<file path="config.mk">
export PLATFORM = sky130hd
export DESIGN_NAME = slsk_cell
export DESIGN_NICKNAME = d
export VERILOG_FILES = /design/src/hw/rtl/slsk_pkg.sv /design/src/hw/rtl/slsk_cell.sv
export SDC_FILE = /design/constraint.sdc
export NUM_CORES = 1
export LEC_CHECK = 0
export ABC_CLOCK_PERIOD_IN_PS = 2500
export BUFFER_PORTS_ARGS = -buffer_cell sky130_fd_sc_hd__buf_2
export CORE_UTILIZATION = 40
export CTS_BUF_LIST = sky130_fd_sc_hd__clkbuf_8
export DETAILED_ROUTE_END_ITERATION = 16
export PLACE_DENSITY = 0.88
export SLEW_MARGIN = 15
export SYNTH_ARGS = -nofsm -noshare
export SYNTH_HDL_FRONTEND = slang
export SYNTH_SLANG_ARGS = --single-unit
</file>
<file path="constraint.sdc">
create_clock -name i_clk -period 2.5 [get_ports i_clk]
set_input_delay 0.5 -clock i_clk [delete_from_list [all_inputs] [get_ports i_clk]]
set_output_delay 0.5 -clock i_clk [all_outputs]
set_load 0.01 [all_outputs]
</file>
<file path="src/hw/rtl/slsk_pkg.sv">
// ----------------------------------------------------------------------------
// slsk_pkg
// Shared types and constants for the searchable LIFO stack.
// ----------------------------------------------------------------------------
package slsk_pkg;

    localparam int STACK_DEPTH = 64;
    localparam int WORD_W      = 32;
    localparam int CNT_W       = $clog2(STACK_DEPTH + 1);
    localparam int OUT_CNT_W   = 7;

    typedef enum logic [2:0] {
        KIND_PUSH   = 3'd0,
        KIND_POP    = 3'd1,
        KIND_PEEK   = 3'd2,
        KIND_SEARCH = 3'd3,
        KIND_CLEAR  = 3'd4
    } t_kind;

    typedef enum logic [1:0] {
        ERR_NONE  = 2'd0,
        ERR_UNDER = 2'd1,
        ERR_OVER  = 2'd2
    } t_err;

    // per-cell control, broadcast from the stack controller
    typedef struct packed {
        logic load;   // a request is accepted this cycle
        logic push;   // shift words toward the bottom
        logic pop;    // shift words toward the top
        logic cmp;    // compare this cell against the key
    } t_cell_ctl;

endpackage

</file>
<file path="src/hw/rtl/slsk_cell.sv">
// ----------------------------------------------------------------------------
// slsk_cell
// One stack slot: holds a word, shifts with its neighbors on push and pop,
// and registers a key match for the search reduction.
// ----------------------------------------------------------------------------
module slsk_cell
    import slsk_pkg::*;
(
    input  logic                     i_clk,
    input  t_cell_ctl                i_ctl,
    input  logic signed [WORD_W-1:0] i_prev_word,
    input  logic signed [WORD_W-1:0] i_next_word,
    input  logic signed [WORD_W-1:0] i_key,
    output logic signed [WORD_W-1:0] o_word,
    output logic                     o_hit
);

    logic signed [WORD_W-1:0] r_word;
    logic                     r_hit;

    always_ff @(posedge i_clk) begin
        if (i_ctl.load) begin
            if (i_ctl.push) begin
                r_word <= i_prev_word;
            end else if (i_ctl.pop) begin
                r_word <= i_next_word;
            end
            r_hit <= i_ctl.cmp & (r_word == i_key);
        end
    end

    assign o_word = r_word;
    assign o_hit  = r_hit;

endmodule

</file>
Yosys cells after proc, flatten, opt, wreduce, memory -nomap -nowiden:

Index checks and enable logic that the tools add are counted.
Widths: inputs -> output; s select.

* muxes and demuxes: 2
* reduce and logical (&&, ||, !) cells: 2
* bitwise logic cells: 1
* eq/ne operators: 1

Operators with widths (number)
* $mux 32: 2
* $eq 32x32->1: 1
* $reduce_and 2->1: 1
* $reduce_bool 2->1: 1
* $and 1x1->1: 1

* output and inout port bits: 33
* flip-flop bits (word level): 33
* logic and storage cells: 8
* bits of input ports: 101

Depth between registers and ports, before layout:

Gate-level depths: netlist (run 1).

* depth in word-level cells: 2
* gate-level depth with buffers: 4
* depth with buffers taken out: 4

Worst setup path before layout (run 1):

No wires, ideal clock.

* path type: in2reg
* start point: input port i_ctl[2] in the netlist's numbering
* end point: register r_word[0] (netlist: o_word[0]) (enable)
* path slack: 0.360 ns
* stages on the path: 3
* setup time: 0.391 ns
* data arrival time: 1.749 ns
* path through: clkbuf_1 > buf_2 > o21a_1

* longest elaborated chain between the ends: 2

Ends and longest elaborated chain
* from (decl): RTL line slsk_cell.sv:10 `input t_cell_ctl i_ctl,`
* $reduce_bool 2->1 (no source line)
* $reduce_and 2->1 (no source line)
* to (signal assigned): RTL line slsk_cell.sv:24 `r_word <= i_prev_word;`
* to (signal assigned): RTL line slsk_cell.sv:26 `r_word <= i_next_word;`
* to (decl): RTL line slsk_cell.sv:18 `logic signed [WORD_W-1:0] r_word;`

No other way between the ends.
A chain may end at the register's enable or synchronous reset.

Final worst setup path (run 1):

* start point: register r_word[20] (netlist: o_word[20])
* end point: register r_hit (netlist: o_hit), data pin

* longest elaborated chain between the ends: 2

Ends and longest elaborated chain
* $eq 32x32->1: RTL line slsk_cell.sv:28 `r_hit <= i_ctl.cmp & (r_word == i_key);`
* $and 1x1->1: RTL line slsk_cell.sv:28
* to (signal assigned): RTL line slsk_cell.sv:28
* to (decl): RTL line slsk_cell.sv:19 `logic r_hit;`

No other way between the ends.

==> results of run 1 <==
## cell usage after synthesis, drive strengths merged
library cell	n	share of area [%]
inv	6	1.3
a22o	1	0.50
mux2	32	21
xor2	17	8.5
o21a	1	0.43
nor4	5	2.1
xnor2	9	4.5
o21ai	1	0.29
or4	2	1.1
nand2	1	0.21
nand4	3	1.1
o2bb2ai	1	0.50
buf	3	0.86
edfxtp	33	57
a222oi	1	0.57
clkbuf	1	0.21
o22ai	2	0.71
## worst max path at each step
stage | to
final | o_hit
after global routing | o_hit
after CTS | o_hit
after detailed placement | o_hit
after global placement | o_hit
after floorplan | o_word[0]
## critical path, cell delays in order, from the launching register on
cell and delay, ns:
edfxtp_1 0.42, xor2_1 0.16, nor4_1 0.44, nand4_1 0.21
nor4_2 0.28
## power by group
| group | switching [mW] | internal, mW | total [mW] |
|---|---|---|---|
| Combinational | 0.134 | 0.162 | 0.296 |
| Clock | 0.178 | 0.290 | 0.468 |
| Sequential | 0.0324 | 0.674 | 0.706 |
## layout by cell type, fill, tap and decap left out, types with 2 or more instances in the layout
master | synthesis | final
mux2_1 | 10 | 10
buf_4 | 0 | 4
nor4_1 | 4 | 4
xnor2_1 | 9 | 9
nand4_1 | 3 | 3
xor2_1 | 17 | 17
o22ai_1 | 2 | 2
buf_2 | 3 | 133
clkbuf_8 | 0 | 5
inv_1 | 6 | 7
mux2_2 | 22 | 22
edfxtp_1 | 33 | 33
## flip-flops by register name, indices dropped and copies added, names as in the netlist
name    flops
o_word     32
o_hit       1
## final cells by class
class | instances | area, sq um
clock buffers | 5 | 68.8
clock inverters | 3 | 37.5
fillers | 340 | 1520
inverters | 6 | 22.5
multi-input cells | 76 | 719
flip-flops and latches | 33 | 991
well taps | 50 | 62.6
repair buffers | 137 | 696
## cells by family (layout without fill, tap and decap cells)
logic type                Yosys count  in the layout  synth area share, %
AOI/OAI and AO/OA                   7              7                 3.00
xor gates and xnor gates           26             26                 13.0
buffers and inverters              10            151                 2.36
DFF                                33             33                 56.6
muxes                              32             32                 20.6
and+or+nand+nor                    11             11                 4.50
## per-layer routing
layer,GRT usage [%],vias to the layer above
met5,0,-
met4,8.07,0
met3,5.00,11
met2,35.5,76
met1,19.7,675
li1,-,726
## through the flow
| stage | utilization, % | area (sq um) | hold WS, ns | cells | total power, mW |
|---|---|---|---|---|---|
| 3_3_place_gp | 60.5 | 2490 | 0.715 | 302 | 1.01 |
| 3_5_place_dp | 60.5 | 2490 | 0.719 | 302 | 1.02 |
| 4_1_cts | 63.1 | 2600 | 0.433 | 310 | 1.49 |
| 6_report | 63.1 | 2600 | 0.443 | 310 | 1.47 |
| 5_1_grt | 63.1 | 2600 | 0.430 | 310 | 1.54 |
| 2_1_floorplan | - | 1750 | 0.612 | 119 | 0.856 |
==> flow_summary.json, run 1 <==
{
  "worstHoldStart": "i_ctl[3]",
  "cts_tree": "built",
  "syn-num-nets": 220,
  "synth_area_per_cell_sq_um": 14.7,
  "cts_resized": 0,
  "hold_violations": 0,
  "peakVddDrop_mv": 0.354,
  "port_buffers": 133,
  "dp_worst_setup_slack_ns": 0.626,
  "die_x_microns": 68.2,
  "start_kind": "flop",
  "cts_setup_buffers": 0,
  "max_cap_viol_count": 0,
  "insertedDiodeCount": 0,
  "worstMarginPinSlew_ns": 0.461,
  "whs_path_depth": 1,
  "finalMaxSlewViolations": 0,
  "cp.required_ns": 2.60,
  "highest_layer": "met4",
  "dr.pass1.iters": 4,
  "clockRootBuffer": "clkbuf_8",
  "timing.rr.start": "o_word[20]",
  "fin_tns_setup_ns": 0,
  "min_period_over_period_pct": 66.8,
  "power_leakage_nw": 1.19,
  "crit-reg2reg-capture": "o_hit",
  "max_freq_mhz": 599,
  "yosys_warnings": 0,
  "drt_first_iter_violations": 67,
  "outcome": "finished, final reports clean",
  "synth-seq-area-share_pct": 56.6,
  "cts_sinks": 33,
  "clkTransAtPathRegs_ns": 0.06,
  "syn_inst": 119,
  "worstPathMaxFanout": 2,
  "chipHeight_microns": 68.2,
  "cts_buffers": 5,
  "finalWorstSetupSlack_ns": 0.830,
  "clock_latency_ns": 0.27,
  "met2WireLength_microns": 2390,
  "cts_max_level": 2,
  "rsz0062_at_grt": "no",
  "worst_hold_path_type": "input pin to flop",
  "fin_crit_ns": 1.67,
  "syn_to_final_growth_pct": 48.3,
  "p_per_area_nw_per_um2": 566,
  "core-area_sq_um": 4120,
  "drtAntennaViolNets": 0,
  "gp_congestion": 0.722,
  "drive_above_1_share_pct": 64.2,
  "path_class": "flop to flop",
  "grt_use_total_pct": 19.0,
  "skew_ns": 0.00415,
  "routedWlPerCell_microns": 14.4,
  "met1_length_microns": 1640,
  "critPathCaptureType": "flop",
  "worst_hold_path.endpoint": "o_hit",
  "wirelength_microns": 4460,
  "drc": 0,
  "finalNetCount": 360,
  "yosysUniqueCellTypes": 20,
  "rrSetupSlack_ns": 0.83,
  "gr-total-overflow": 0,
  "grt_antenna_before_repair": 0,
  "crit_start": "o_word[20]",
  "rows": 23,
  "synth.cell_area_sq_um": 1750,
  "num_vias": 1488,
  "ys_ff_latch": 33,
  "die-area_sq_um": 4650,
  "maxSlewHeadroom_pct": 69.3,
  "grt_pass1_wl_microns": 6200,
  "place_hpwl_microns": 3730,
  "finalSetupViolations": 0,
  "grt_pass1_vias": 1408,
  "cts-hold-fix-buffers": 0,
  "reg2regPathDepth": 4,
  "io_pins": 134,
  "met3_wirelength_microns": 338,
  "initial_core_util_pct": 42.6,
  "via_per_inst": 4.80,
  "crit_arrival_ns": 1.77,
  "cts_max_path_buffers": 2,
  "grt_max_degree": 20
}
(Power assumes the default switching activity.)
==> run 2: changes to the inputs <==
--- a/config.mk
+++ b/config.mk
@@ -5,12 +5,13 @@
 export SDC_FILE = /design/constraint.sdc
 export NUM_CORES = 1
 export LEC_CHECK = 0
-export ABC_CLOCK_PERIOD_IN_PS = 2500
+export ABC_AREA = 1
+export ABC_CLOCK_PERIOD_IN_PS = 1500
 export BUFFER_PORTS_ARGS = -buffer_cell sky130_fd_sc_hd__buf_2
-export CORE_UTILIZATION = 40
+export CORE_UTILIZATION = 39
 export CTS_BUF_LIST = sky130_fd_sc_hd__clkbuf_8
 export DETAILED_ROUTE_END_ITERATION = 16
-export PLACE_DENSITY = 0.88
+export PLACE_DENSITY = 0.87
 export SLEW_MARGIN = 15
 export SYNTH_ARGS = -nofsm -noshare
 export SYNTH_HDL_FRONTEND = slang
==> constraint.sdc (replaced) <==
create_clock -name i_clk -period 1.5 [get_ports i_clk]
set_input_delay 0.3 -clock i_clk [delete_from_list [all_inputs] [get_ports i_clk]]
set_output_delay 0.3 -clock i_clk [all_outputs]
set_load 0.01 [all_outputs]
==> run 2 against run 1 <==
Compared with the run above: non-clock buffer count unchanged; sequential share of layout area down 3.1 points; via count up 40%; synthesized cell count up 130%; critical path depth up 3; register-to-register slack worse by 0.55 ns; worst hold slack worse by 0.22 ns.
==> flow_summary.json, run 2 <==
{
  "rrSetupSlack_ns": 0.28,
  "grt_use_total_pct": 20.3,
  "synth-seq-area-share_pct": 49.8,
  "core-area_sq_um": 4820,
  "gp_congestion": 0.701,
  "synth_edf_count": 33,
  "place_hpwl_microns": 4130,
  "multi_input_area_sq_um": 801,
  "start_kind": "flop",
  "min_period_over_period_pct": 81.6,
  "finalNetCount": 514,
  "syn_to_final_growth_pct": 41.9,
  "cts_max_level": 2,
  "grt_pass1_vias": 2004,
  "via_per_inst": 4.33,
  "routedWlPerCell_microns": 10.8,
  "worst_hold_path.endpoint": "o_hit",
  "critPathCaptureType": "flop",
  "timing.rr.start": "o_word[6]",
  "port_buffers": 133,
  "dr.pass1.iters": 4,
  "gr-total-overflow": 0,
  "drive_above_1_share_pct": 34.8,
  "max_freq_mhz": 817,
  "grt_pass1_wl_microns": 8200,
  "crit-reg2reg-capture": "o_hit",
  "synth-simple-area-share_pct": 34.4,
  "cp.required_ns": 1.64,
  "layout_common_cells": "nand2_1 (154), buf_2 (133), inv_1 (39)",
  "yosys_warnings": 0,
  "wirelength_microns": 5190,
  "synth_top_cell_by_area": "edfxtp_1",
  "synth_area_per_cell_sq_um": 7.21,
  "clockRootBuffer": "clkbuf_8",
  "finalSetupViolations": 0,
  "hold_slack_ns": 0.227,
  "maxSlewHeadroom_pct": 82.6,
  "grt_antenna_before_repair": 0,
  "fin_tns_setup_ns": 0,
  "path_class": "flop to flop",
  "drt_first_iter_violations": 69,
  "drc": 0,
  "fillers": 468,
  "finalMaxSlewViolations": 0,
  "synth-compound-area-share_pct": 2.26,
  "clkTransAtPathRegs_ns": 0.07,
  "hold_violations": 0,
  "synth_top_family_by_area": "simple AND/OR/NAND/NOR gates",
  "outcome": "finished, final reports clean",
  "clock_latency_ns": 0.28,
  "peakVddDrop_mv": 0.569,
  "cts_tree": "built",
  "ys_ff_latch": 33,
  "worstPathMaxFanout": 3,
  "worst_path_largest_cell_delay_ns": 0.40,
  "initial_core_util_pct": 41.3,
  "rsz0062_at_grt": "no",
  "fin_crit_ns": 1.22,
  "num_vias": 2081,
  "syn-num-nets": 377,
  "syn_inst": 276,
  "stdcell_count": 481,
  "die-area_sq_um": 5390,
  "place_inst": 473,
  "drtAntennaViolNets": 0,
  "cts_buffers": 5,
  "cpMostUsedCell": "nor2_1",
  "layout_commonest_cell": "nand2_1",
  "chipHeight_microns": 73.4,
  "crit_path_cell_trace": "nor2_1 > nor2_1 > nor2_1 > nand2_1 > nor2_1 > nand3_1 > nor2_1",
  "cts_sinks": 33,
  "muxShareOfSynthArea_pct": 0,
  "worstMarginPinSlew_ns": 0.258,
  "yosys.area.top_type_share_pct": 49.8,
  "synthTopCellsByCount": "nand2_1 (154), inv_1 (39), edfxtp_1 (33), nor2_1 (23), xnor2_1 (5)",
  "cpMaxStageDelayCell": "edfxtp_1",
  "largest_reg_flops": 32,
  "yosysUniqueCellTypes": 14,
  "insertedDiodeCount": 0,
  "grt_max_degree": 33,
  "synth.cell_area_sq_um": 1990,
  "synthFlopType": "edfxtp_1",
  "worstHoldStart": "i_ctl[3]",
  "synthAdderAreaFrac_pct": 0,
  "reg2regPathDepth": 7,
  "max_cap_viol_count": 0,
  "cts-hold-fix-buffers": 0,
  "power_leakage_nw": 1.63,
  "crit_arrival_ns": 1.37,
  "cts_resized": 0,
  "worst_hold_path_type": "input pin to flop",
  "cts_setup_buffers": 0,
  "p_per_area_nw_per_um2": 836,
  "io_pins": 134,
  "cts_max_path_buffers": 2,
  "synth_most_common_cell": "nand2_1",
  "skew_ns": 0.00424,
  "rows": 25,
  "whs_path_depth": 1,
  "async_flop_share_pct": 0,
  "seq_area_sq_um": 991,
  "synth-xor-area-share_pct": 3.52,
  "die_x_microns": 73.4,
  "synth.area.top_cells": "edfxtp_1 (50%), nand2_1 (29%), inv_1 (7.4%)"
}
==> run 2: final cells by class <==
type,instances,area share (%)
clock buffer,5,2.44
clock inverter,3,0.443
inverter,39,5.18
multi-input combinational,197,28.4
sequential,33,35.1
tap,67,2.97
timing repair buffer,137,25.5
==> run 2: power by group <==
group / internal (mW) / switching [mW] / leakage [nW]
sequential: 1.12 / 0.0578 / 0.314
combinational: 0.260 / 0.291 / 1.28
clock: 0.312 / 0.318 / 0.0430
==> run 2: per-stage QoR <==
| stage | util, % | setup slack, ns | instance area, sq um | power [mW] |
|---|---|---|---|---|
| detailed placement | 56.9 | 0.249 | 2740 | 1.76 |
| finish | 58.6 | 0.276 | 2820 | 2.36 |
| CTS | 58.6 | 0.217 | 2820 | 2.39 |
| global route | 58.6 | 0.0892 | 2820 | 2.49 |
| global placement | 56.9 | 0.214 | 2740 | 1.74 |
| floorplan | - | 0.193 | 1990 | 1.47 |
==> run 2: worst max-delay path by stage <==
stage / from / endpoint / slack [ns] / cells past startpoint
global route: o_word[6] / o_hit / 0.09 / 7
detailed placement: i_key[6] / o_hit / 0.25 / 8
floorplan: i_ctl[2] / o_word[0] / 0.19 / 2
finish: o_word[6] / o_hit / 0.28 / 7
global placement: i_key[6] / o_hit / 0.21 / 8
CTS: o_word[6] / o_hit / 0.22 / 7
==> run 2: critical path, delay by kind of cell (launching register included) <==
| family | cells | cell delay [ns] |
|---|---|---|
| DFF | 1 | 0.40 |
| and+or+nand+nor | 7 | 0.67 |
==> run 2: metal layers <==
| metal | wire, microns | global-route usage, % | share of wire [%] | vias up |
|---|---|---|---|---|
| met5 | 0 | 0 | 0 | - |
| met4 | 45 | 8.33 | 0.87 | 0 |
| met3 | 303 | 3.98 | 5.8 | 5 |
| met2 | 2640 | 37.1 | 51 | 86 |
| met1 | 2210 | 23.0 | 43 | 889 |
| li1 | - | - | - | 1101 |
==> run 2: logic make-up (layout without fill, tap and decap cells) <==
family	Yosys count	count (layout)
compound gates	8	8
buf+inv	46	184
simple gates	181	181
xor+xnor	8	8
flops	33	33
